[src/design/fap_pkg.sv]
// fap_pkg: shared constants, codes and controller/datapath link types
// for the fragment admission policer; depends on nothing
package fap_pkg;

  localparam int DefSenders      = 16;
  localparam int FragBytes       = 1024;
  localparam int FragShift       = 10;
  localparam int MaxMsgBytes     = 65536;
  localparam int HeaderBytes     = 16;
  localparam int MsgW            = 19;

  localparam logic [31:0] FrameMagic   = 32'h3143_5745;
  localparam logic [7:0]  FrameVersion = 8'd1;
  localparam logic [10:0] QuartersPerPacket = 11'd4;

  // register indexes
  localparam logic [2:0] RegByteRefill  = 3'd0;
  localparam logic [2:0] RegByteBurst   = 3'd1;
  localparam logic [2:0] RegPktBurst    = 3'd2;
  localparam logic [2:0] RegIdleTimeout = 3'd3;
  localparam logic [2:0] RegElapsedClamp = 3'd4;

  // verdict codes
  localparam logic [2:0] VerdictAccept       = 3'd0;
  localparam logic [2:0] VerdictMalformed    = 3'd1;
  localparam logic [2:0] VerdictTableFull    = 3'd2;
  localparam logic [2:0] VerdictRateLimited  = 3'd3;
  localparam logic [2:0] VerdictInconsistent = 3'd4;

  typedef struct packed {
    logic load_in;
    logic check;
    logic clr_idx;
    logic inc_idx;
    logic scan_cmp;
    logic take;
    logic rd_slot;
    logic ent_ld;
    logic age;
    logic mul;
    logic sum;
    logic charge;
    logic frag;
    logic prune_cmp;
    logic out_load;
  } cmd_t;

  typedef struct packed {
    logic hdr_bad;
    logic idx_last;
    logic found;
    logic free_found;
    logic rate_bad;
    logic frag_bad;
    logic out_busy;
  } status_t;

endpackage

[src/design/fap_datapath.sv]
// fap_datapath: configuration registers, sender table memory, bucket
// arithmetic, fragment checks and the result register; uses fap_pkg
module fap_datapath #(
  parameter int SENDERS = fap_pkg::DefSenders
) (
  input  logic             clk,
  input  logic             rst,
  input  fap_pkg::cmd_t    cmd,
  output fap_pkg::status_t status,
  input  logic             cfg_we,
  input  logic [2:0]       cfg_index,
  input  logic [31:0]      cfg_data,
  input  logic [15:0]      sender,
  input  logic [15:0]      packet_size,
  input  logic [7:0]       channel,
  input  logic [31:0]      now,
  input  logic [31:0]      magic_word,
  input  logic [7:0]       version_byte,
  input  logic [7:0]       channel_tag,
  input  logic [31:0]      total_bytes,
  input  logic [7:0]       part_index,
  input  logic [7:0]       part_count,
  output logic             out_valid,
  input  logic             out_stall,
  output logic [2:0]       verdict,
  output logic [3:0]       sender_slot
);
  import fap_pkg::*;

  localparam int SlotW = (SENDERS > 1) ? $clog2(SENDERS) : 1;

  typedef struct packed {
    logic [15:0] snd;
    logic [31:0] last;
    logic [17:0] credit;
    logic [10:0] quart;
  } entry_t;

  logic [12:0] byte_refill;
  logic [17:0] byte_burst;
  logic [10:0] pkt_burst;
  logic [31:0] idle_timeout;
  logic [15:0] elapsed_clamp;

  logic [15:0] r_sender, r_size;
  logic [7:0]  r_channel, r_version, r_tag, r_part, r_count;
  logic [31:0] r_now, r_magic, r_total;

  entry_t            ent_mem [SENDERS];
  entry_t            rd_data;
  logic [SlotW-1:0]  rd_addr;
  logic [SENDERS-1:0] valid;

  logic [SlotW-1:0] idx, slot, free_slot;
  logic             found, free_found;
  logic [31:0]      w_last;
  logic [17:0]      w_credit;
  logic [10:0]      w_quart;
  logic [15:0]      elapsed;
  logic [28:0]      prod;
  logic [16:0]      q_sum;
  logic             rate_bad, frag_bad;
  logic [2:0]       verdict_r;
  logic             has_slot;

  logic [31:0]      diff, age_now;
  logic [31:0]      prune_diff;
  logic [29:0]      c_sum;
  logic [17:0]      c_sat;
  logic [10:0]      q_sat;
  logic [MsgW-1:0]  t, need, payload, part_off, size_pl;
  logic [SlotW+3:0] slot_ext;

  // configuration
  always_ff @(posedge clk) begin
    if (rst) begin
      byte_refill   <= 13'd128;
      byte_burst    <= 18'd196608;
      pkt_burst     <= 11'd1024;
      idle_timeout  <= 32'd61440;
      elapsed_clamp <= 16'd2048;
    end else if (cfg_we) begin
      unique case (cfg_index)
        RegByteRefill:   byte_refill   <= cfg_data[12:0];
        RegByteBurst:    byte_burst    <= cfg_data[17:0];
        RegPktBurst:     pkt_burst     <= cfg_data[10:0];
        RegIdleTimeout:  idle_timeout  <= cfg_data;
        RegElapsedClamp: elapsed_clamp <= cfg_data[15:0];
        default: ;
      endcase
    end
  end

  always_ff @(posedge clk) begin
    if (cmd.load_in) begin
      r_sender  <= sender;
      r_size    <= packet_size;
      r_channel <= channel;
      r_now     <= now;
      r_magic   <= magic_word;
      r_version <= version_byte;
      r_tag     <= channel_tag;
      r_total   <= total_bytes;
      r_part    <= part_index;
      r_count   <= part_count;
    end
  end

  assign status.hdr_bad = (r_size <= 16'(HeaderBytes)) ||
                          (r_size > 16'(HeaderBytes + FragBytes)) ||
                          (r_channel > 8'd1) || (r_magic != FrameMagic) ||
                          (r_version != FrameVersion) || (r_tag != r_channel);

  // sender table
  assign rd_addr = cmd.rd_slot ? slot : idx;

  function automatic logic rate_bad_next();
    return (w_credit < {2'b0, r_size}) || (w_quart < QuartersPerPacket);
  endfunction

  always_ff @(posedge clk) begin
    rd_data <= ent_mem[rd_addr];
    if (cmd.charge) begin
      ent_mem[slot] <= '{snd: r_sender, last: r_now,
                         credit: (rate_bad_next() ? w_credit : w_credit - {2'b0, r_size}),
                         quart: (rate_bad_next() ? w_quart : w_quart - QuartersPerPacket)};
    end
  end

  assign prune_diff = r_now - rd_data.last;

  always_ff @(posedge clk) begin
    if (rst) begin
      valid <= '0;
    end else begin
      if (cmd.take && !found && free_found) valid[free_slot] <= 1'b1;
      if (cmd.prune_cmp && valid[idx] && !prune_diff[31] && (prune_diff > idle_timeout))
        valid[idx] <= 1'b0;
    end
  end

  always_ff @(posedge clk) begin
    if (cmd.clr_idx) idx <= '0;
    else if (cmd.inc_idx) idx <= idx + SlotW'(1);
  end

  assign status.idx_last = (idx == SlotW'(SENDERS - 1));

  always_ff @(posedge clk) begin
    if (cmd.clr_idx && cmd.check) begin
      found      <= 1'b0;
      free_found <= 1'b0;
    end else if (cmd.scan_cmp) begin
      if (valid[idx] && !found && (rd_data.snd == r_sender)) begin
        found <= 1'b1;
        slot  <= idx;
      end
      if (!valid[idx] && !free_found) begin
        free_found <= 1'b1;
        free_slot  <= idx;
      end
    end else if (cmd.take && !found) begin
      slot <= free_slot;
    end
  end

  assign status.found      = found;
  assign status.free_found = free_found;

  // bucket arithmetic
  assign diff    = r_now - w_last;
  assign age_now = diff[31] ? 32'd0 : diff;
  assign c_sum   = {12'd0, w_credit} + {1'b0, prod};
  assign c_sat   = (c_sum > {12'd0, byte_burst}) ? byte_burst : c_sum[17:0];
  assign q_sat   = (q_sum > {6'd0, pkt_burst}) ? pkt_burst : q_sum[10:0];

  always_ff @(posedge clk) begin
    if (cmd.take) begin
      w_last   <= r_now;
      w_credit <= byte_burst;
      w_quart  <= pkt_burst;
    end else if (cmd.ent_ld) begin
      w_last   <= rd_data.last;
      w_credit <= rd_data.credit;
      w_quart  <= rd_data.quart;
    end else if (cmd.sum) begin
      w_credit <= c_sat;
      w_quart  <= q_sat;
    end
    if (cmd.age)
      elapsed <= (age_now > {16'd0, elapsed_clamp}) ? elapsed_clamp : age_now[15:0];
    if (cmd.mul) begin
      prod  <= elapsed * byte_refill;
      q_sum <= {6'd0, w_quart} + {1'b0, elapsed};
    end
    if (cmd.charge) rate_bad <= rate_bad_next();
  end

  assign status.rate_bad = rate_bad;

  // fragment consistency
  assign t        = r_total[MsgW-1:0];
  assign need     = (t + MsgW'(FragBytes - 1)) >> FragShift;
  assign part_off = MsgW'({r_part, {FragShift{1'b0}}});
  assign payload  = ((t - part_off) > MsgW'(FragBytes)) ? MsgW'(FragBytes) : (t - part_off);
  assign size_pl  = MsgW'(r_size - 16'(HeaderBytes));

  always_ff @(posedge clk) begin
    if (cmd.frag) begin
      frag_bad <= (r_total == 32'd0) || (r_total > 32'(MaxMsgBytes)) ||
                  (need != MsgW'(r_count)) || (r_part >= r_count) ||
                  (size_pl != payload);
    end
  end

  assign status.frag_bad = frag_bad;

  // verdict selection
  always_ff @(posedge clk) begin
    if (cmd.check) begin
      verdict_r <= VerdictMalformed;
      has_slot  <= 1'b0;
    end else if (cmd.take) begin
      verdict_r <= VerdictTableFull;
      has_slot  <= found || free_found;
    end else if (cmd.charge) begin
      verdict_r <= rate_bad_next() ? VerdictRateLimited : VerdictInconsistent;
    end else if (cmd.frag) begin
      verdict_r <= VerdictInconsistent;
    end else if (cmd.prune_cmp) begin
      verdict_r <= VerdictAccept;
    end
  end

  // result register
  assign slot_ext = {4'd0, slot};
  assign status.out_busy = out_valid && out_stall;

  always_ff @(posedge clk) begin
    if (rst) begin
      out_valid <= 1'b0;
    end else if (cmd.out_load) begin
      out_valid <= 1'b1;
    end else if (!out_stall) begin
      out_valid <= 1'b0;
    end
  end

  always_ff @(posedge clk) begin
    if (cmd.out_load) begin
      verdict     <= verdict_r;
      sender_slot <= has_slot ? slot_ext[3:0] : 4'd0;
    end
  end

endmodule

[src/design/fap_ctrl.sv]
// fap_ctrl: sequencing state machine for the policer datapath
// uses fap_pkg command and status types
module fap_ctrl (
  input  logic             clk,
  input  logic             rst,
  input  logic             in_valid,
  output logic             in_stall,
  input  fap_pkg::status_t status,
  output fap_pkg::cmd_t    cmd
);
  import fap_pkg::*;

  typedef enum logic [13:0] {
    S_IDLE      = 14'b00000000000001,
    S_CHECK     = 14'b00000000000010,
    S_SCAN_RD   = 14'b00000000000100,
    S_SCAN_CMP  = 14'b00000000001000,
    S_TAKE      = 14'b00000000010000,
    S_ENT_RD    = 14'b00000000100000,
    S_ENT_LD    = 14'b00000001000000,
    S_AGE       = 14'b00000010000000,
    S_MUL       = 14'b00000100000000,
    S_SUM       = 14'b00001000000000,
    S_CHARGE    = 14'b00010000000000,
    S_FRAG      = 14'b00100000000000,
    S_PRUNE_RD  = 14'b01000000000000,
    S_PRUNE_CMP = 14'b10000000000000
  } state_t;

  state_t state, state_next;
  logic   done;
  logic   cmd_phase;

  assign in_stall = (state != S_IDLE) || done;

  always_ff @(posedge clk) begin
    if (rst) state <= S_IDLE;
    else     state <= state_next;
  end

  // done marks a finished verdict waiting for the result register
  logic done_next;
  always_ff @(posedge clk) begin
    if (rst) done <= 1'b0;
    else     done <= done_next;
  end

  always_comb begin
    cmd        = '0;
    state_next = state;
    done_next  = done;
    unique case (state)
      S_IDLE: begin
        if (done) begin
          if (!status.out_busy) begin
            cmd.out_load = 1'b1;
            done_next    = 1'b0;
          end
        end else if (in_valid) begin
          cmd.load_in = 1'b1;
          state_next  = S_CHECK;
        end
      end
      S_CHECK: begin
        cmd.check   = 1'b1;
        cmd.clr_idx = 1'b1;
        if (status.hdr_bad) begin
          done_next  = 1'b1;
          state_next = S_IDLE;
        end else begin
          state_next = S_SCAN_RD;
        end
      end
      S_SCAN_RD: state_next = S_SCAN_CMP;
      S_SCAN_CMP: begin
        cmd.scan_cmp = 1'b1;
        if (status.idx_last) begin
          state_next = S_TAKE;
        end else begin
          cmd.inc_idx = 1'b1;
          state_next  = S_SCAN_RD;
        end
      end
      S_TAKE: begin
        cmd.take = 1'b1;
        if (status.found) begin
          state_next = S_ENT_RD;
        end else if (status.free_found) begin
          state_next = S_AGE;
        end else begin
          done_next  = 1'b1;
          state_next = S_IDLE;
        end
      end
      S_ENT_RD: begin
        cmd.rd_slot = 1'b1;
        state_next  = S_ENT_LD;
      end
      S_ENT_LD: begin
        cmd.ent_ld = 1'b1;
        state_next = S_AGE;
      end
      S_AGE: begin
        cmd.age    = 1'b1;
        state_next = S_MUL;
      end
      S_MUL: begin
        cmd.mul    = 1'b1;
        state_next = S_SUM;
      end
      S_SUM: begin
        cmd.sum    = 1'b1;
        state_next = S_CHARGE;
      end
      S_CHARGE: begin
        cmd.charge = 1'b1;
        state_next = S_FRAG;
      end
      S_FRAG: begin
        if (status.rate_bad) begin
          done_next  = 1'b1;
          state_next = S_IDLE;
        end else begin
          cmd.frag   = 1'b1;
          state_next = S_PRUNE_RD;
        end
      end
      S_PRUNE_RD: begin
        // frag_bad is valid from here on
        if (status.frag_bad) begin
          done_next  = 1'b1;
          state_next = S_IDLE;
        end else begin
          cmd.clr_idx = 1'b1;
          state_next  = S_PRUNE_CMP;
        end
      end
      S_PRUNE_CMP: begin
        // idx was cleared; the registered read of entry idx lands in the following cycle
        state_next = S_PRUNE_CMP;
        if (cmd_phase) begin
          cmd.prune_cmp = 1'b1;
          if (status.idx_last) begin
            done_next  = 1'b1;
            state_next = S_IDLE;
          end else begin
            cmd.inc_idx = 1'b1;
          end
        end
      end
      default: state_next = S_IDLE;
    endcase
  end

  // prune alternates read and compare cycles
  always_ff @(posedge clk) begin
    if (rst || state != S_PRUNE_CMP) cmd_phase <= 1'b0;
    else                             cmd_phase <= !cmd_phase;
  end

endmodule

[src/design/fragment_admission_policer_top.sv]
// fragment admission policer: header checks, sender table, dual token bucket,
// fragment checks and idle prune, in that order; a verdict is loaded once the
// first failing step is found (malformed, table full, rate limited, inconsistent),
// or after the sequential scan and idle prune when accepted
// one item at a time: the next is accepted the cycle after its result is loaded,
// later while the output register is held; reset clears valid bits and config
module fragment_admission_policer_top #(
  parameter int SENDERS = fap_pkg::DefSenders
) (
  input  logic        clk,
  input  logic        rst,
  input  logic        in_valid,
  output logic        in_stall,
  input  logic [15:0] sender,
  input  logic [15:0] packet_size,
  input  logic [7:0]  channel,
  input  logic [31:0] now,
  input  logic [31:0] magic_word,
  input  logic [7:0]  version_byte,
  input  logic [7:0]  channel_tag,
  input  logic [31:0] total_bytes,
  input  logic [7:0]  part_index,
  input  logic [7:0]  part_count,
  output logic        out_valid,
  input  logic        out_stall,
  output logic [2:0]  verdict,
  output logic [3:0]  sender_slot,
  input  logic        cfg_valid,
  output logic        cfg_ready,
  input  logic [2:0]  cfg_index,
  input  logic [31:0] cfg_data
);
  import fap_pkg::*;

  cmd_t    cmd;
  status_t status;

  assign cfg_ready = 1'b1;

  fap_ctrl u_ctrl (
    .clk      (clk),
    .rst      (rst),
    .in_valid (in_valid),
    .in_stall (in_stall),
    .status   (status),
    .cmd      (cmd)
  );

  fap_datapath #(.SENDERS(SENDERS)) u_dp (
    .clk          (clk),
    .rst          (rst),
    .cmd          (cmd),
    .status       (status),
    .cfg_we       (cfg_valid && cfg_ready),
    .cfg_index    (cfg_index),
    .cfg_data     (cfg_data),
    .sender       (sender),
    .packet_size  (packet_size),
    .channel      (channel),
    .now          (now),
    .magic_word   (magic_word),
    .version_byte (version_byte),
    .channel_tag  (channel_tag),
    .total_bytes  (total_bytes),
    .part_index   (part_index),
    .part_count   (part_count),
    .out_valid    (out_valid),
    .out_stall    (out_stall),
    .verdict      (verdict),
    .sender_slot  (sender_slot)
  );

endmodule

[config.mk]
export PLATFORM = sky130hd
export DESIGN_NAME = fragment_admission_policer_top
export DESIGN_NICKNAME = d
export VERILOG_FILES = /design/src/design/fap_pkg.sv /design/src/design/fap_datapath.sv /design/src/design/fap_ctrl.sv /design/src/design/fragment_admission_policer_top.sv
export SDC_FILE = /design/constraint.sdc
export NUM_CORES = 2
export LEC_CHECK = 0
export CAP_MARGIN = 20
export CORE_MARGIN = 2
export CORE_UTILIZATION = 49
export CTS_BUF_LIST = sky130_fd_sc_hd__clkbuf_8
export DETAILED_ROUTE_END_ITERATION = 7
export DONT_BUFFER_PORTS = 1
export SLEW_MARGIN = 20
export SYNTH_ARGS = -nofsm -noshare
export SYNTH_HDL_FRONTEND = slang
export SYNTH_SLANG_ARGS = --single-unit
[constraint.sdc]
create_clock -name clk -period 26.2 [get_ports clk]
set_input_delay 3.93 -clock clk [delete_from_list [all_inputs] [get_ports clk]]
set_output_delay 3.93 -clock clk [all_outputs]
set_load 0.01 [all_outputs]
* Word level (Yosys, flattened, before mapping) *
Memory sizes are Yosys's and may differ from the RTL's. A register that Yosys moved wholly into a read port is not among the register bits.
Index checks and enable logic that the tools add are counted.

operators by class
  add/subtract/negate cells = 10
  multipliers = 1
  magnitude comparators = 16
  equality and inequality tests = 38
  multiplexer cells = 82
  bitwise logic cells = 4
  reductions and logical operators = 50

operator list
  kind                      number
  $pmux W14 S14             1
  $mux W18                  5
  $mux W14                  5
  $mux W16                  4
  $mux W32                  2
  $sub A32 B32 Y32          2
  $mux W11                  5
  $mux W1                   38
  $gt A32 B16 Y1            1
  $gt A32 B17 Y1 const B    1
  $gt A32 B32 Y1            1
  $logic_not A32 Y1         1
  $ne A32 B30 Y1 const B    1
  $mux W31                  1
  $add A18 B29 Y30          1
  $gt A30 B18 Y1            1
  $mul A16 B13 Y29          1
  $add A19 B10 Y19 const B  1
  $gt A19 B11 Y1 const B    1
  $mux W19                  1
  $ne A19 B19 Y1            1
  $sub A19 B18 Y19          1
  $lt A18 B16 Y1            1
  $sub A18 B16 Y18          1
  64 further kinds          123

word-level totals
  flip-flop bits (word level) = 441
  memory bits (writable) = 1232
  input bits = 208
  output and inout port bits = 10
  logic and storage cells = 240
  memories = 1

memory list
  memory        depth  bits a word  rd ports  clocked after Yosys merged registers in  wr ports  RTL line            RTL
  u_dp.ent_mem  16     77           1         1                                        1         fap_datapath.sv:49  entry_t ent_mem [SENDERS];

* Longest topological paths before layout *
  depth in word-level cells = 9
  gate-level depth with buffers = 28
  mapped depth without buffers = 27

* Hierarchy *
Synthesis repeated with hierarchy kept, for this count alone.

unflattened totals
  cells, all modules = 5639
  area, all modules = 81039.0 µm²

by module, submodules not included
  module                          times used  cells an instance  area each (µm²)  sequential area each (µm²)
  fap_datapath                    1           5511               80009.2          50128.1
  fap_ctrl                        1           126                1018.5           320.3
  fragment_admission_policer_top  1           2                  11.3             0.0

* Worst setup path before layout *
Ideal clock, no wire load.

  path kind = input port to flip-flop
  start = input port in_valid
  end = register u_dp.r_channel[0], enable pin
  setup time = 0.715 ns
  arrival = 11.474 ns
  required time = 25.485 ns
  slack = 14.011 ns
  cell stages on the path = 2
  buffers on the path = 0
  cell sequence = nor2b_1 > nor2b_1

RTL lines
  item                    RTL line                              RTL
  start: declaration      fragment_admission_policer_top.sv:12  input logic in_valid,
  end signal: assignment  fap_datapath.sv:98                    r_channel <= channel;
  end: declaration        fap_datapath.sv:46                    logic [7:0] r_channel, r_version, r_tag, r_part, r_count;

* Worst setup path in the final report *
  start = register u_dp.r_now[18]
  end = register u_dp.elapsed[1], data pin

on the way
  longest elaborated chain between the ends = 4

RTL lines
  item                      RTL line             RTL
  start: declaration        fap_datapath.sv:47   logic [31:0] r_now, r_magic, r_total;
  start signal: assignment  fap_datapath.sv:99   r_now <= now;
  $sub A32 B32 Y32 *        fap_datapath.sv:171  assign diff = r_now - w_last;
  $mux W31 *                fap_datapath.sv:172  assign age_now = diff[31] ? 32'd0 : diff;
  $gt A32 B16 Y1            fap_datapath.sv:191  elapsed <= (age_now > {16'd0, elapsed_clamp}) ? elapsed_clamp : age_now[15:0];
  $mux W16 *                fap_datapath.sv:191
  end signal: assignment    fap_datapath.sv:191
  end: declaration          fap_datapath.sv:59   logic [15:0] elapsed;

Mark *: on every way between the ends. The rest lies on a longest branch, timed or not.
A chain may end at the register's enable or synchronous reset.

==> impl_metrics.csv <==
group,metric,value,unit
clock_network,cts_tree,"done",
logic_synthesis,ys_top_cells_by_area,"edfxtp_1, mux4_2, dfxtp_1",
clock_network,clock_path_buffers,4,
timing,fin_crit_sh,0.279,
cells_and_area,nNetsFinal,6420,
power,leakagePower,0.0326,uW
clock_network,cts-root-buf,"clkbuf_8",
clock_network,cts-htree-levels,5,
timing,fmax,137,MHz
logic_synthesis,synth-compound-area-share,0.0672,
timing,fin_setup_tns,0,ns
drt,drtPass1Iterations,8,
logic_synthesis,ys_ff_latch,1750,
critical_path,required,26.99,ns
floorplan,dieArea,168000,um2
cells_and_area,drive_gt1_frac,0.151,
critical_path,crit_buf_inv,2,
clock_network,cts.reportedPaths.clkPinSlew,0.06,ns
logic_synthesis,synth-edff-count,1540,
critical_path,critPathCaptureType,"register",
placement,dp_cells,7637,
clock_network,cts_resized,0,
timing,rsz0062_at_grt,"false",
logic_synthesis,synth-main-ff-cell,"edfxtp_1",
cells_and_area,instances_no_fill,8181,
critical_path,worstPathCellList,"ha_1 > a21oi_1 > a21boi_0 > o211ai_1 > a2111oi_2 > o21ai_0 > a21oi_1 > o211ai_2 > buf_4 > nand2_1 > inv_1 > ha_1 > a22o_1 > nor4_1 > o221ai_1 > a2111oi_0 > a211oi_1 > nor4_1 > o311ai_0 > nor4_1 > nand4_2 > mux2_2",
timing,worstMarginPinSlew,1.19,ns
logic_synthesis,synth_mux_area_frac,0.0921,
logic_synthesis,synth.largest_area_cell,"edfxtp_1",
global_route,antenna_found_initial,29,
logic_synthesis,netlist.area_leader.share,0.573,
cells_and_area,fill_cells,13200,
drt,ant_nets,0,
floorplan,die-height,410,um
critical_path,slowest_delay,0.80,ns
logic_synthesis,ys_seq_area_frac,0.625,
drt,viasPerCell,5.85,
timing,setup_viol_count_final,0,
logic_synthesis,netlist_area,80700,um2
clock_network,cts_setup_buffers,0,
cells_and_area,syn_to_final_growth,11.1,%
global_route,grt_use_total,0.254,
drt,wl_per_cell,26.1,um
placement,dp_hpwl,130000,um
floorplan,start_util,0.495,
global_route,grt_pass1_wl,315000,um
logic_synthesis,synth_cell_types,92,
logic_synthesis,synth-simple-area-share,0.0824,
logic_synthesis,syn-num-nets,6224,
critical_path,crit_type,"register to register",
timing,finalHoldViolCount,0,
global_route,overflow,0,
floorplan,dieWidth,410,um
logic_synthesis,synth.avg_cell_area,14.5,um2
logic_synthesis,async_flop_share,0,
power,irDropWorstVdd,0.0627,mV
logic_synthesis,synth_top_family_by_area,"multiplexers",
logic_synthesis,synth_cells,5575,
global_route,grt_max_degree,129,
critical_path,crit_family,"compound AO/OA/AOI/OAI gates",
critical_path,worst-path-max-fanout,19,
run,cap_violations,0,
drt,drc,0,
hold_path,hp-class,"register to register",
drt,drtIter0Drc,4426,
floorplan,row_count,148,
timing,fin_crit,7.32,ns
drt,routed_wl,214000,um
placement,place_congestion,0.886,
power,power_density,65.4,nW/um2
timing,drv_slew,0,
clock_network,hold_buffers,0,
global_route,grt_pass1_vias,48200,
clock_network,cts.sinks,1750,
critical_path,cp_slowest_cell,"edfxtp_1",
floorplan,io_pins,218,
timing,max_slew_margin,0.201,
clock_network,clock_latency,1.05,ns
timing,fin_skew,0.103,ns
timing,whs,0.447,ns
critical_path,worstPathArrival,8.11,ns
critical_path,cp-start-kind,"register",
critical_path,cpMostUsedCell,"nor4_1",
cells_and_area,fin_util,0.549,
drt,vias,47900,
logic_synthesis,synth_xor_area_frac,0.0176,
status,status,"completed",
floorplan,core_area,163000,um2
clock_network,cts_made_buffers,307,
logic_synthesis,synth_fa_ha_area_frac,0.0833,
placement,io_buffers,0,
logic_synthesis,yosys_warnings,0,
[final cells by class]
cell class / count / area, um2 / share of cell area
flip-flops and latches: 1750 / 50400 / 0.563
multi-input cells: 3149 / 28000 / 0.312
clock buffers: 340 / 4680 / 0.0522
well taps: 2175 / 2720 / 0.0304
inverters: 450 / 1690 / 0.0188
clock inverters: 195 / 1240 / 0.0138
repair buffers: 113 / 886 / 0.00988
diodes: 9 / 22.5 / 0.000251
[cells in the final DEF, fill, tap and decap left out, types with 131 or more instances in the layout]
cell type | synthesis | routed
edfxtp_1 | 1540 | 1540
mux4_2 | 313 | 313
nor2_1 | 162 | 150
o21ai_0 | 140 | 131
dfxtp_1 | 210 | 210
ha_1 | 281 | 281
clkbuf_8 | 0 | 340
inv_1 | 450 | 552
nand2_1 | 619 | 618
fa_1 | 160 | 160
a21oi_1 | 225 | 225
and2_1 | 223 | 223
[Yosys cell counts, types with 7 or more instances]
cell type and number:
o22ai_1 7, o21a_1 27, nand4_1 39, a221o_1 21, nor2_1 162, nor3b_1 8
nand2b_1 40, a31oi_1 91, a211oi_1 102, nor4_1 34, buf_1 10, o2111ai_1 9
dfxtp_1 210, a21o_1 61, and2_1 223, a2111oi_0 7, nor3_1 54, nand3b_1 16
nor2b_1 43, a21boi_0 15, a21oi_1 225, fa_1 160, a22oi_1 8, and3_1 19
xnor2_1 117, clkbuf_1 177, buf_2 34, nand3_1 49, nand2_1 619, or3_1 10
xor2_1 45, mux2_2 9, o21bai_1 11, o31ai_1 11, inv_1 450, and4_1 7
a311oi_1 20, mux4_2 313, o21ai_0 140, ha_1 281, edfxtp_1 1540, or2_2 13
o211ai_1 10, a211o_1 9, mux2i_1 28
[state kept, by name, summed over array words and instances (netlist names), 17 cells and up]
signal	count
u_dp.rd_data	77
u_dp.q_sum	17
u_dp.byte_burst	18
u_dp.r_total	32
u_dp.w_credit	18
u_dp.idle_timeout	32
u_dp.prod	29
u_dp.r_magic	32
u_dp.r_now	32
u_dp.w_last	32
u_dp.ent_mem	1232
[routing by layer]
metal / part of all wire / vias up / global-route usage
met2: 0.47 / 1712 / 0.406
met3: 0.067 / 399 / 0.0456
li1: - / 21200 / -
met1: 0.43 / 24500 / 0.354
met4: 0.031 / 18 / 0.0828
met5: 0.00059 / - / 0
[stage by stage]
stage | power (uW) | worst slack (ns) | cell area (um2)
4_1_cts | 5910 | 18.86 | 89600
6_report | 5870 | 18.88 | 89600
3_5_place_dp | 3470 | 18.88 | 83700
2_1_floorplan | 3370 | 14.01 | 80700
3_3_place_gp | 3460 | 19.06 | 83600
5_1_grt | 6070 | 18.23 | 89600
[kinds of logic (layout without fill, tap and decap cells)]
kind of cell / Yosys count / after routing
other: 1 / 10
and+or+nand+nor: 1372 / 1372
DFF: 1750 / 1750
adders and majority gates: 441 / 441
muxes: 350 / 350
xor gates and xnor gates: 162 / 162
buffers and inverters: 676 / 1098
AOI/OAI and AO/OA: 823 / 823
[report_power, final]
group | internal [uW] | switching [uW]
registers | 3090 | 47.2
clock network | 1350 | 1110
logic | 99.1 | 178
[path summary, 6_finish.rpt]
kind | from | to | slack, ns | depth (start not counted)
worst max-delay path | u_dp.r_now[18] | u_dp.elapsed[1] | 18.88 | 22
worst min-delay path | u_ctrl.cmd_phase | u_ctrl.cmd_phase | 0.45 | 1
worst max register to register | u_dp.r_now[18] | u_dp.elapsed[1] | 18.88 | 22
worst min register to register | u_ctrl.cmd_phase | u_ctrl.cmd_phase | 0.45 | 1
[worst reg2reg max path, delay by kind of cell (launching register included)]
family | cells | cell delay [ns]
AOI/OAI and AO/OA | 12 | 3.10
adders and majority gates | 2 | 0.77
buffers and inverters | 2 | 0.27
DFF | 1 | 0.80
muxes | 1 | 0.54
and+or+nand+nor | 5 | 1.60
Power figures use the tool's default switching activity.
